### config.mk
export PLATFORM = sky130hd
export DESIGN_NAME = stack_mean_and_deviation
export DESIGN_NICKNAME = d
export VERILOG_FILES = /design/src/hw/rtl/smd_pkg.sv /design/src/hw/rtl/smd_sqrt.sv /design/src/hw/rtl/smd_div.sv /design/src/hw/rtl/smd_dp.sv /design/src/hw/rtl/smd_ctrl.sv /design/src/hw/rtl/stack_mean_and_deviation.sv
export SDC_FILE = /design/constraint.sdc
export NUM_CORES = 2
export LEC_CHECK = 0
export ABC_CLOCK_PERIOD_IN_PS = 14600
export BUFFER_PORTS_ARGS = -buffer_cell sky130_fd_sc_hd__clkbuf_2
export CORE_MARGIN = 2
export CORE_UTILIZATION = 48
export CTS_CLUSTER_DIAMETER = 200
export CTS_CLUSTER_SIZE = 8
export DETAILED_ROUTE_END_ITERATION = 7
export PLACE_DENSITY = 0.74
export SETUP_SLACK_MARGIN = 0.3
export SYNTH_ARGS = -nofsm -noshare
export SYNTH_HDL_FRONTEND = slang
export SYNTH_HIERARCHICAL = 1
export SYNTH_SLANG_ARGS = --single-unit
### constraint.sdc
create_clock -name clk -period 14.6 [get_ports clk]
set_clock_uncertainty 0.2 [all_clocks]
set_input_delay 1.46 -clock clk [delete_from_list [all_inputs] [get_ports clk]]
set_output_delay 1.46 -clock clk [all_outputs]
set_load 0.005 [all_outputs]
### src/hw/rtl/smd_pkg.sv
`default_nettype none

package smd_pkg;

  localparam int PIX_W  = 16;
  localparam int DEV_W  = 8;
  localparam int SUM_W  = 24;
  localparam int SQ_W   = 37;
  localparam int CNT_W  = 7;
  localparam int ABS_W  = SUM_W - 1;
  localparam int PROD_W = 2 * ABS_W;
  localparam int ROOT_W = PROD_W / 2;
  localparam int QUO_W  = ABS_W;

  localparam logic [DEV_W-1:0] DEV_CLAMP = DEV_W'(255);

  typedef enum logic [2:0] {
    ST_IDLE,
    ST_PROD,
    ST_START,
    ST_ROOT,
    ST_DEV
  } smd_state_t;

  typedef struct packed {
    logic acc;         // accumulate the input word
    logic prod;        // capture products, clear accumulators
    logic sqrt_start;
    logic div_start;
    logic div_dev;     // divider operand: 1 = root, 0 = |sum|
    logic mean_ld;
    logic out_load;
  } smd_cmd_t;

  typedef struct packed {
    logic sqrt_busy;
    logic div_busy;
  } smd_stat_t;

endpackage

`default_nettype wire

### src/hw/rtl/smd_sqrt.sv
`default_nettype none

// Integer square root, one root bit per cycle (two radicand bits).
module smd_sqrt (
  input  wire logic                        clk,
  input  wire logic                        rst_n,
  input  wire logic                        start_i,
  input  wire logic [smd_pkg::PROD_W-1:0] rad_i,
  output logic                             busy_o,
  output logic      [smd_pkg::ROOT_W-1:0] root_o
);

  localparam int IT_W = $clog2(smd_pkg::ROOT_W + 1);

  logic [IT_W-1:0]                cnt_r;
  logic [smd_pkg::PROD_W-1:0]     rad_r;
  logic [smd_pkg::ROOT_W+1:0]     rem_r;
  logic [smd_pkg::ROOT_W-1:0]     root_r;

  logic [smd_pkg::ROOT_W+1:0]     rem_sh;
  logic [smd_pkg::ROOT_W+1:0]     trial;
  logic                           take;
  logic [smd_pkg::ROOT_W+1:0]     rem_nxt;
  logic [smd_pkg::ROOT_W-1:0]     root_nxt;

  assign busy_o = (cnt_r != '0);
  assign root_o = root_r;

  always_comb begin
    rem_sh   = {rem_r[smd_pkg::ROOT_W-1:0], rad_r[smd_pkg::PROD_W-1 -: 2]};
    trial    = {root_r, 2'b01};
    take     = (rem_sh >= trial);
    rem_nxt  = take ? (rem_sh - trial) : rem_sh;
    root_nxt = {root_r[smd_pkg::ROOT_W-2:0], take};
  end

  always_ff @(posedge clk) begin
    if (!rst_n) begin
      cnt_r <= '0;
    end else if (start_i) begin
      cnt_r <= IT_W'(smd_pkg::ROOT_W);
    end else if (busy_o) begin
      cnt_r <= cnt_r - 1'b1;
    end
  end

  always_ff @(posedge clk) begin
    if (start_i) begin
      rad_r  <= rad_i;
      rem_r  <= '0;
      root_r <= '0;
    end else if (busy_o) begin
      rad_r  <= rad_r << 2;
      rem_r  <= rem_nxt;
      root_r <= root_nxt;
    end
  end

endmodule

`default_nettype wire

### src/hw/rtl/smd_div.sv
`default_nettype none

// Restoring unsigned divider, one quotient bit per cycle.
module smd_div (
  input  wire logic                       clk,
  input  wire logic                       rst_n,
  input  wire logic                       start_i,
  input  wire logic [smd_pkg::QUO_W-1:0] dvd_i,
  input  wire logic [smd_pkg::CNT_W-1:0] dvs_i,
  output logic                            busy_o,
  output logic      [smd_pkg::QUO_W-1:0] quo_o
);

  localparam int IT_W = $clog2(smd_pkg::QUO_W + 1);

  logic [IT_W-1:0]              cnt_r;
  logic [smd_pkg::QUO_W-1:0]    quo_r;
  logic [smd_pkg::CNT_W-1:0]    rem_r;
  logic [smd_pkg::CNT_W-1:0]    dvs_r;

  logic [smd_pkg::CNT_W:0]      rem_sh;
  logic [smd_pkg::CNT_W:0]      rem_dif;
  logic                         fits;
  logic [smd_pkg::CNT_W-1:0]    rem_nxt;
  logic [smd_pkg::QUO_W-1:0]    quo_nxt;

  assign busy_o = (cnt_r != '0);
  assign quo_o  = quo_r;

  always_comb begin
    rem_sh  = {rem_r, quo_r[smd_pkg::QUO_W-1]};
    rem_dif = rem_sh - {1'b0, dvs_r};
    fits    = (rem_sh >= {1'b0, dvs_r});
    // remainder stays below the divisor, so CNT_W bits hold it
    rem_nxt = fits ? rem_dif[smd_pkg::CNT_W-1:0] : rem_sh[smd_pkg::CNT_W-1:0];
    quo_nxt = {quo_r[smd_pkg::QUO_W-2:0], fits};
  end

  always_ff @(posedge clk) begin
    if (!rst_n) begin
      cnt_r <= '0;
    end else if (start_i) begin
      cnt_r <= IT_W'(smd_pkg::QUO_W);
    end else if (busy_o) begin
      cnt_r <= cnt_r - 1'b1;
    end
  end

  always_ff @(posedge clk) begin
    if (start_i) begin
      quo_r <= dvd_i;
      rem_r <= '0;
      dvs_r <= dvs_i;
    end else if (busy_o) begin
      quo_r <= quo_nxt;
      rem_r <= rem_nxt;
    end
  end

endmodule

`default_nettype wire

### src/hw/rtl/smd_dp.sv
`default_nettype none

module smd_dp #(
  parameter int MAX_IMAGES = 64
) (
  input  wire logic                              clk,
  input  wire logic                              rst_n,
  input  wire smd_pkg::smd_cmd_t                 cmd_i,
  output smd_pkg::smd_stat_t                     stat_o,
  input  wire logic signed [smd_pkg::PIX_W-1:0] pixel_i,
  output logic signed      [smd_pkg::PIX_W-1:0] mean_o,
  output logic             [smd_pkg::DEV_W-1:0] dev_o
);

  // accumulators
  logic signed [smd_pkg::SUM_W-1:0]  sum_r;
  logic        [smd_pkg::SQ_W-1:0]   sqs_r;
  logic        [smd_pkg::CNT_W-1:0]  cnt_r;

  // per-stack working registers
  logic        [smd_pkg::ABS_W-1:0]  abs_r;
  logic                              neg_r;
  logic        [smd_pkg::CNT_W-1:0]  n_r;
  logic        [smd_pkg::PROD_W-1:0] scaled_r;
  logic        [smd_pkg::PROD_W-1:0] sq_r;
  logic        [smd_pkg::PIX_W-1:0]  mean_r;
  logic        [smd_pkg::PIX_W-1:0]  out_mean_r;
  logic        [smd_pkg::DEV_W-1:0]  out_dev_r;

  logic                                      full;
  logic signed [2*smd_pkg::PIX_W-1:0]        pix_sq;
  logic signed [smd_pkg::SUM_W-1:0]          sum_nxt;
  logic        [smd_pkg::SQ_W-1:0]           sqs_nxt;
  logic signed [2*smd_pkg::SUM_W-1:0]        sum_sq;
  logic [smd_pkg::CNT_W+smd_pkg::SQ_W-1:0]   scaled_full;
  logic        [smd_pkg::SUM_W-1:0]          abs_full;
  logic        [smd_pkg::PROD_W-1:0]         diff;
  logic        [smd_pkg::ROOT_W-1:0]         root;
  logic        [smd_pkg::QUO_W-1:0]          dvd;
  logic        [smd_pkg::QUO_W-1:0]          quo;
  logic        [smd_pkg::QUO_W-1:0]          mean_mag;
  logic                                      n_zero;
  logic                                      sqrt_busy;
  logic                                      div_busy;

  always_comb begin
    full    = (cnt_r >= smd_pkg::CNT_W'(MAX_IMAGES));
    pix_sq  = pixel_i * pixel_i;
    sum_nxt = sum_r + {{(smd_pkg::SUM_W - smd_pkg::PIX_W){pixel_i[smd_pkg::PIX_W-1]}}, pixel_i};
    sqs_nxt = sqs_r + {{(smd_pkg::SQ_W - 2*smd_pkg::PIX_W){1'b0}}, pix_sq};
  end

  always_ff @(posedge clk) begin
    if (!rst_n) begin
      sum_r <= '0;
      sqs_r <= '0;
      cnt_r <= '0;
    end else if (cmd_i.prod) begin
      sum_r <= '0;
      sqs_r <= '0;
      cnt_r <= '0;
    end else if (cmd_i.acc && !full) begin
      sum_r <= sum_nxt;
      sqs_r <= sqs_nxt;
      cnt_r <= cnt_r + 1'b1;
    end
  end

  // sum squared straight from the signed sum; |sum| goes separately to the divider
  always_comb begin
    sum_sq      = sum_r * sum_r;
    scaled_full = cnt_r * sqs_r;
    abs_full    = sum_r[smd_pkg::SUM_W-1] ? (~sum_r + 1'b1) : sum_r;
  end

  always_ff @(posedge clk) begin
    if (cmd_i.prod) begin
      sq_r     <= sum_sq[smd_pkg::PROD_W-1:0];
      scaled_r <= {{(smd_pkg::PROD_W - smd_pkg::CNT_W - smd_pkg::SQ_W){1'b0}}, scaled_full};
      abs_r    <= abs_full[smd_pkg::ABS_W-1:0];
      neg_r    <= sum_r[smd_pkg::SUM_W-1];
      n_r      <= cnt_r;
    end
  end

  assign diff = (scaled_r >= sq_r) ? (scaled_r - sq_r) : '0;
  assign dvd  = cmd_i.div_dev ? root : abs_r;

  smd_sqrt u_sqrt (
    .clk     (clk),
    .rst_n   (rst_n),
    .start_i (cmd_i.sqrt_start),
    .rad_i   (diff),
    .busy_o  (sqrt_busy),
    .root_o  (root)
  );

  smd_div u_div (
    .clk     (clk),
    .rst_n   (rst_n),
    .start_i (cmd_i.div_start),
    .dvd_i   (dvd),
    .dvs_i   (n_r),
    .busy_o  (div_busy),
    .quo_o   (quo)
  );

  assign stat_o.sqrt_busy = sqrt_busy;
  assign stat_o.div_busy  = div_busy;

  assign mean_mag = neg_r ? (~quo + 1'b1) : quo;
  assign n_zero   = (n_r == '0);

  always_ff @(posedge clk) begin
    if (cmd_i.mean_ld) begin
      mean_r <= mean_mag[smd_pkg::PIX_W-1:0];
    end
  end

  always_ff @(posedge clk) begin
    if (cmd_i.out_load) begin
      if (n_zero) begin
        out_mean_r <= '0;
        out_dev_r  <= '0;
      end else begin
        out_mean_r <= mean_r;
        out_dev_r  <= (quo[smd_pkg::QUO_W-1:smd_pkg::DEV_W] != '0) ?
                      smd_pkg::DEV_CLAMP : quo[smd_pkg::DEV_W-1:0];
      end
    end
  end

  assign mean_o = $signed(out_mean_r);
  assign dev_o  = out_dev_r;

endmodule

`default_nettype wire

### src/hw/rtl/smd_ctrl.sv
`default_nettype none

module smd_ctrl (
  input  wire logic               clk,
  input  wire logic               rst_n,
  input  wire logic               in_valid_i,
  input  wire logic               in_last_i,
  output logic                    in_ready_o,
  output logic                    out_valid_o,
  input  wire logic               out_ready_i,
  output smd_pkg::smd_cmd_t       cmd_o,
  input  wire smd_pkg::smd_stat_t stat_i
);

  smd_pkg::smd_state_t state_r;
  smd_pkg::smd_state_t state_nxt;
  logic                out_valid_r;
  logic                out_valid_nxt;
  logic                out_free;

  assign out_free = !out_valid_r || out_ready_i;

  always_ff @(posedge clk) begin
    if (!rst_n) begin
      state_r     <= smd_pkg::ST_IDLE;
      out_valid_r <= 1'b0;
    end else begin
      state_r     <= state_nxt;
      out_valid_r <= out_valid_nxt;
    end
  end

  always_comb begin
    state_nxt  = state_r;
    cmd_o      = '0;
    in_ready_o = 1'b0;
    unique case (state_r)
      smd_pkg::ST_IDLE: begin
        in_ready_o = 1'b1;
        cmd_o.acc  = in_valid_i;
        if (in_valid_i && in_last_i) begin
          state_nxt = smd_pkg::ST_PROD;
        end
      end
      smd_pkg::ST_PROD: begin
        cmd_o.prod = 1'b1;
        state_nxt  = smd_pkg::ST_START;
      end
      smd_pkg::ST_START: begin
        // root and mean division run side by side
        cmd_o.sqrt_start = 1'b1;
        cmd_o.div_start  = 1'b1;
        state_nxt        = smd_pkg::ST_ROOT;
      end
      smd_pkg::ST_ROOT: begin
        if (!stat_i.sqrt_busy && !stat_i.div_busy) begin
          cmd_o.mean_ld   = 1'b1;
          cmd_o.div_start = 1'b1;
          cmd_o.div_dev   = 1'b1;
          state_nxt       = smd_pkg::ST_DEV;
        end
      end
      smd_pkg::ST_DEV: begin
        if (!stat_i.div_busy && out_free) begin
          cmd_o.out_load = 1'b1;
          state_nxt      = smd_pkg::ST_IDLE;
        end
      end
      default: begin
        state_nxt = smd_pkg::ST_IDLE;
      end
    endcase
  end

  always_comb begin
    if (cmd_o.out_load) begin
      out_valid_nxt = 1'b1;
    end else if (out_ready_i) begin
      out_valid_nxt = 1'b0;
    end else begin
      out_valid_nxt = out_valid_r;
    end
  end

  assign out_valid_o = out_valid_r;

endmodule

`default_nettype wire

### src/hw/rtl/stack_mean_and_deviation.sv
// Accumulation takes one word per cycle while no stack is closing.
// A word with last set closes the stack, and input stalls while the result is computed: the
// 23-step root unit runs beside the 23-step shared divider for the mean, then the divider
// finds the deviation. A new stack is taken only after the result is loaded for output;
// an untaken result holds the close of the next stack, and with it the input.
// Reset (rst_n low at a clock edge) clears the accumulators, the controller and out_valid.
`default_nettype none

module stack_mean_and_deviation #(
  parameter int MAX_IMAGES = 64
) (
  input  wire logic                              clk,
  input  wire logic                              rst_n,
  input  wire logic                              in_valid,
  output logic                                   in_ready,
  input  wire logic signed [smd_pkg::PIX_W-1:0] in_pixel,
  input  wire logic                              in_last,
  output logic                                   out_valid,
  input  wire logic                              out_ready,
  output logic signed      [smd_pkg::PIX_W-1:0] out_mean,
  output logic             [smd_pkg::DEV_W-1:0] out_deviation
);

  smd_pkg::smd_cmd_t  cmd;
  smd_pkg::smd_stat_t stat;

  smd_ctrl u_ctrl (
    .clk         (clk),
    .rst_n       (rst_n),
    .in_valid_i  (in_valid),
    .in_last_i   (in_last),
    .in_ready_o  (in_ready),
    .out_valid_o (out_valid),
    .out_ready_i (out_ready),
    .cmd_o       (cmd),
    .stat_i      (stat)
  );

  smd_dp #(
    .MAX_IMAGES (MAX_IMAGES)
  ) u_dp (
    .clk     (clk),
    .rst_n   (rst_n),
    .cmd_i   (cmd),
    .stat_o  (stat),
    .pixel_i (in_pixel),
    .mean_o  (out_mean),
    .dev_o   (out_deviation)
  );

endmodule

`default_nettype wire

After elaboration in Yosys (flattened, before gate mapping). Cells that the tools add are included.

Magnitude comparators: 4. Reductions and logical operators: 21. Multipliers: 3. Bitwise operators: 3. Shifts and indexed selects: 0. Add/sub/neg operators: 10. Equality and inequality tests: 7. Muxes and demuxes: 30. Div/mod/pow operators: 0.

Operators by type and width (count): $mux W46 (3); $mux W23 (5); $ge A44 B46 Y1 (1); $mul A24 B24 Y46 (1); $sub A44 B46 Y46 (1); $mul A7 B37 Y44 (1); $add A37 B32 Y37 (1); $mul A16 B16 Y32 (1); $ge A25 B25 Y1 (1); $add A24 B24 Y24 (1); $add A23 B1 Y23 const B (1); $not A23 Y23 (1); $sub A23 B23 Y23 (1); $mux W5 (4); $add A16 B1 Y16 const B (1); $mux W16 (1); $not A16 Y16 (1); $pmux W3 S5 (1); $reduce_bool A15 Y1 (1); $mux W3 (4); $reduce_bool A5 Y1 (2); $sub A5 B1 Y5 const B (2); $ge A8 B7 Y1 (1); $mux W1 (8); 20 further kinds (33).

Latch bits: 0. Bits of input ports: 21. Memory bits (read-only): 0. Memories kept: 0. Memory bits (writable): 0. Register bits after elaboration: 372. Word-level logic and storage cells: 101.

Longest topological paths before layout.
Depth after elaboration: 7. Mapped depth: 35. Mapped depth without buffers: 33.

Hierarchy. Netlist, hierarchy kept.

Modules (own cells, without submodules): smd_dp (cells each 5170, area an instance 48345.1 um^2, seq. area each 6135.9 um^2, instances 1); smd_sqrt (cells each 522, area an instance 5171.2 um^2, seq. area each 2402.3 um^2, instances 1); smd_div (cells each 170, area an instance 2095.8 um^2, seq. area each 1141.1 um^2, instances 1); smd_ctrl (cells each 33, area an instance 251.5 um^2, seq. area each 80.1 um^2, instances 1).

Worst setup path before layout. No wires, ideal clock.

Path type: register to register. From: reg u_ctrl.state_r[0]. To: reg u_dp/sqs_r[28] in the netlist's numbering. Cell stages (with the launch flop): 6. Data required time: 14280 ps. Clock period less this slack: 11735 ps. Path buffers: 0. Slack: 2865 ps. Arrival: 11416 ps. Cell sequence: dfxtp_1 > nor3b_1 > nor2b_1 > nand2_1 > nor3_1 > a211o_1.

RTL lines: start: declaration (line smd_ctrl.sv:15) `smd_pkg::smd_state_t state_r;`; start signal: assignment (line smd_ctrl.sv:25) `state_r <= smd_pkg::ST_IDLE;`; start signal: assignment (line smd_ctrl.sv:28) `state_r <= state_nxt;`; end signal: assignment (line smd_dp.sv:64) `sqs_r <= sqs_nxt;`; end: declaration (line smd_dp.sv:17) `logic [smd_pkg::SQ_W-1:0] sqs_r;`.

Worst setup path in the final report.
From: in in_pixel[1] in the netlist's numbering. To: reg u_dp/sqs_r[34] in the netlist's numbering.

Longest elaborated chain between the ends: 2.

RTL lines: start: declaration (line stack_mean_and_deviation.sv:16) `input wire logic signed [smd_pkg::PIX_W-1:0] in_pixel,`; $mul A16 B16 Y32 (line smd_dp.sv:48) `pix_sq = pixel_i * pixel_i;`; $add A37 B32 Y37 (line smd_dp.sv:50) `sqs_nxt = sqs_r + {{(smd_pkg::SQ_W - 2*smd_pkg::PIX_W){1'b0}}, pix_sq};`.

No other way between the ends. A chain may end at the register's enable or synchronous reset.

==> results.toml <==
[status]
status = "complete, no violations"

[cells_and_area]
syn_to_final_growth_pct = 5.702
final_cells = 7385
layout-drive-gt1-share_pct = 5.358
num-nets-final = 7226
fin_area_um2 = 59050
num-fill-cells = 10410

[timing]
fin_crit_sh_pct = 66.84
rsz0062_at_grt = "no"
finalSetupTns_ns = 0
setup_viol = 0
clock.fmax_ghz = 0.1025
slew_headroom_pct = 27.96
hold_ws_ns = 0.2395
fin_crit_ns = 9.759
slew_violations = 0
finalHoldViolations = 0
tightest_slew_ns = 1.081

[worst_setup_path]
arrival_ns = 10.03
ff2ff_setup_slack_ns = 5.81
crit_fanout = 14
reg2reg_to = "u_dp/sq_r[44]"
crit_family = "adder cells"
max_stage_delay_ns = 0.58
crit_path_start_kind = "input pin"
cp_common_cell = "fa_1"
slowest_stage = "fa_1"
cp.required_ns = 14.87
cp.depth = 29
reg2reg_depth = 20
cp-end-kind = "flop"
r2r_start = "u_dp/sum_r[0]"
path_buf_inv = 4
critPathKind = "in -> reg"

[synth]
yosys-top-cells-area = "fa_1, edfxtp_1, ha_1"
synth-xor-area-share_pct = 4.374
synth_warnings = 6
postSynthCellCount = 5895
yosysUniqueCellTypes = 100
synth.largest_area_cell = "fa_1"
synth_compound_area_share_pct = 10.13
synth_most_common_cell = "inv_1"
synth_area_um2 = 55860
synth_top_family_by_area = "adder cells"
synth_commonest_cells = "inv_1, fa_1, nand2_1"
ys_seq_area_share_pct = 17.47
yosysTopAreaCellShare_pct = 34.15
synth-edff-count = 235
syn_area_per_cell_um2 = 9.476
synthSimpleGateAreaFrac_pct = 12.83
syn-num-nets = 7299
synthAdderAreaFrac_pct = 43.78
synthArstFlopShare_pct = 0
muxShareOfSynthArea_pct = 2.193
ys.flop_type = "edfxtp_1"
ys_ff_latch = 370

[hold_path]
hp-start = "u_dp/n_r[3]"
holdPathEnd = "u_dp/u_div/dvs_r[3]"
hold_path.class = "reg -> reg"
worstHoldPathCells = 0

[detailed_routing]
postRouteAntennaNets = 0
wire_per_inst_um = 18.27
drt_iter0_drc = 3091
post-route-drc-count = 0
wl_mm = 134.9
via_per_inst = 5.470
num_vias = 40400
drt-pass1-iter-count = 6

[clock_network]
cts_root_buf = "clkbuf_16"
clkTransAtPathRegs_ns = 0.06
htree_num_levels = 2
cts_resized = 0
clk_path_buf_depth = 3
clkLatencyLatePin_ns = 0.65
hold_buffers = 0
post-cts-setup-buffers = 0
cts_tree = "done"
numCtsBuffers = 52
clock_sinks = 370

[flow_run]
cap_viol_max_count = 0

[pwr]
power_density_nw_per_um2 = 225.4
leakage_nw = 27.65
design_power_total_w = 0.01331
ir_worst_vdd_mv = 0.4138

[grt]
grt.overflow.total = 0
grt_pass1_wl_mm = 221.4
grt_usage_pct = 22.97
grt_pass1_vias = 42630
antenna_found_initial = 2
grt_max_degree = 65

[floorplanning]
die_area_um2 = 119100
die_x_um = 345.2
die_h_um = 345.2
io_pins = 47
start_util_pct = 48.27
fp-row-count = 125
placeableCoreArea_um2 = 115700

[placed_design]
placed_area_um2 = 57520
gp_congestion = 0.9141
dpl.cell_count = 7292
dp_hpwl_mm = 105.3
io_buffers = 46
==> metal layers <==
metal	up-vias	part of all wire, %	track usage [%]
met5	-	0.0096	0
met2	1317	47	38.15
met4	2	3.0	6.812
met3	251	7.3	3.942
li1	18620	-	-
met1	20210	43	30.86
==> final cells by class <==
class	instances	area [um2]	share of cell area [%]
diodes	1	2.502	0.004238
multi-input cells	4167	41000	69.43
well taps	1524	1907	3.229
flip-flops and latches	370	9763	16.53
clock inverters	4	88.84	0.1504
clock buffers	88	1436	2.433
inverters	1138	4272	7.234
repair buffers	93	583.1	0.9874
==> stage by stage <==
| step | util [%] | worst slack [ns] |
|---|---|---|
| 5_1_grt | 51.02 | 4.457 |
| 6_report | 51.02 | 4.841 |
| 4_1_cts | 51.02 | 4.957 |
| 2_1_floorplan | - | 2.865 |
| 3_5_place_dp | 49.70 | 4.439 |
| 3_3_place_gp | 49.70 | 4.624 |
==> logic make-up (layout without fill, tap and decap cells) <==
family | count (synthesis) | after routing
and+or+nand+nor | 1537 | 1537
adders and majority gates | 1383 | 1383
buffers and inverters | 1358 | 1323
AOI/OAI and AO/OA | 857 | 857
DFF | 370 | 370
xor gates and xnor gates | 279 | 279
muxes | 111 | 111
other | 0 | 1
==> power breakdown <==
group / total (W) / internal [W] / switching, W
sequential: 0.00174 / 0.00150 / 0.000240
clock: 0.00115 / 0.000668 / 0.000486
combinational: 0.0104 / 0.00438 / 0.00604
total: 0.0133 / 0.00655 / 0.00676
==> registers in the layout, summed over array words and instances (netlist names), 8 cells and up <==
| signal | cells |
|---|---|
| u_dp/u_sqrt/rad_r | 46 |
| u_dp/scaled_r | 44 |
| u_dp/sq_r | 44 |
| u_dp/sqs_r | 37 |
| u_dp/sum_r | 24 |
| u_dp/abs_r | 23 |
| u_dp/u_div/quo_o | 23 |
| u_dp/u_sqrt/rem_r | 23 |
| u_dp/u_sqrt/root_o | 23 |
| u_dp/mean_o | 16 |
| u_dp/mean_r | 16 |
| u_dp/dev_o | 8 |
==> worst max path at each step <==
stage / endpoint / slack [ns] / startpoint
after global placement: u_dp/sqs_r[34] / 4.62 / in_pixel[1]
after global routing: u_dp/sqs_r[34] / 4.46 / in_pixel[1]
after floorplan: u_dp/sqs_r[28] / 2.86 / u_ctrl/state_r[0]
after CTS: u_dp/sqs_r[34] / 4.96 / in_pixel[1]
after detailed placement: u_dp/sqs_r[34] / 4.44 / in_pixel[1]
final: u_dp/sqs_r[34] / 4.84 / in_pixel[1]
==> cells in the final DEF (no fill, tap or decap), types with 14 or more instances in the layout <==
master     netlist  layout
ha_1           430     430
nor2b_1         42      41
o21ai_0        146     146
inv_1         1127    1126
mux2i_1         20      20
clkbuf_16        0      52
edfxtp_1       235     235
and3_1          25      25
dfxtp_1        135     132
nor3_1          63      62
a21o_1          95      95
nand2_1        677     677
and2_1         215     215
xor2_1          80      80
a211oi_1        53      53
o31ai_1         24      24
or2_2           17      17
a31oi_1         25      25
fa_1           953     953
buf_4            6      47
nor2_1         285     284
nand2b_1        46      44
o21bai_1        29      29
clkbuf_2         1      46
nand4_1         22      22
or3_1           21      21
clkbuf_1       164      36
o211ai_1        14      14
nand3_1         58      58
nor4_1          15      15
mux2_2          91      91
a21oi_1        278     277
o21a_1          50      50
xnor2_1        199     199
a211o_1         14      14
Note: power is estimated with default switching activity, not from simulation.
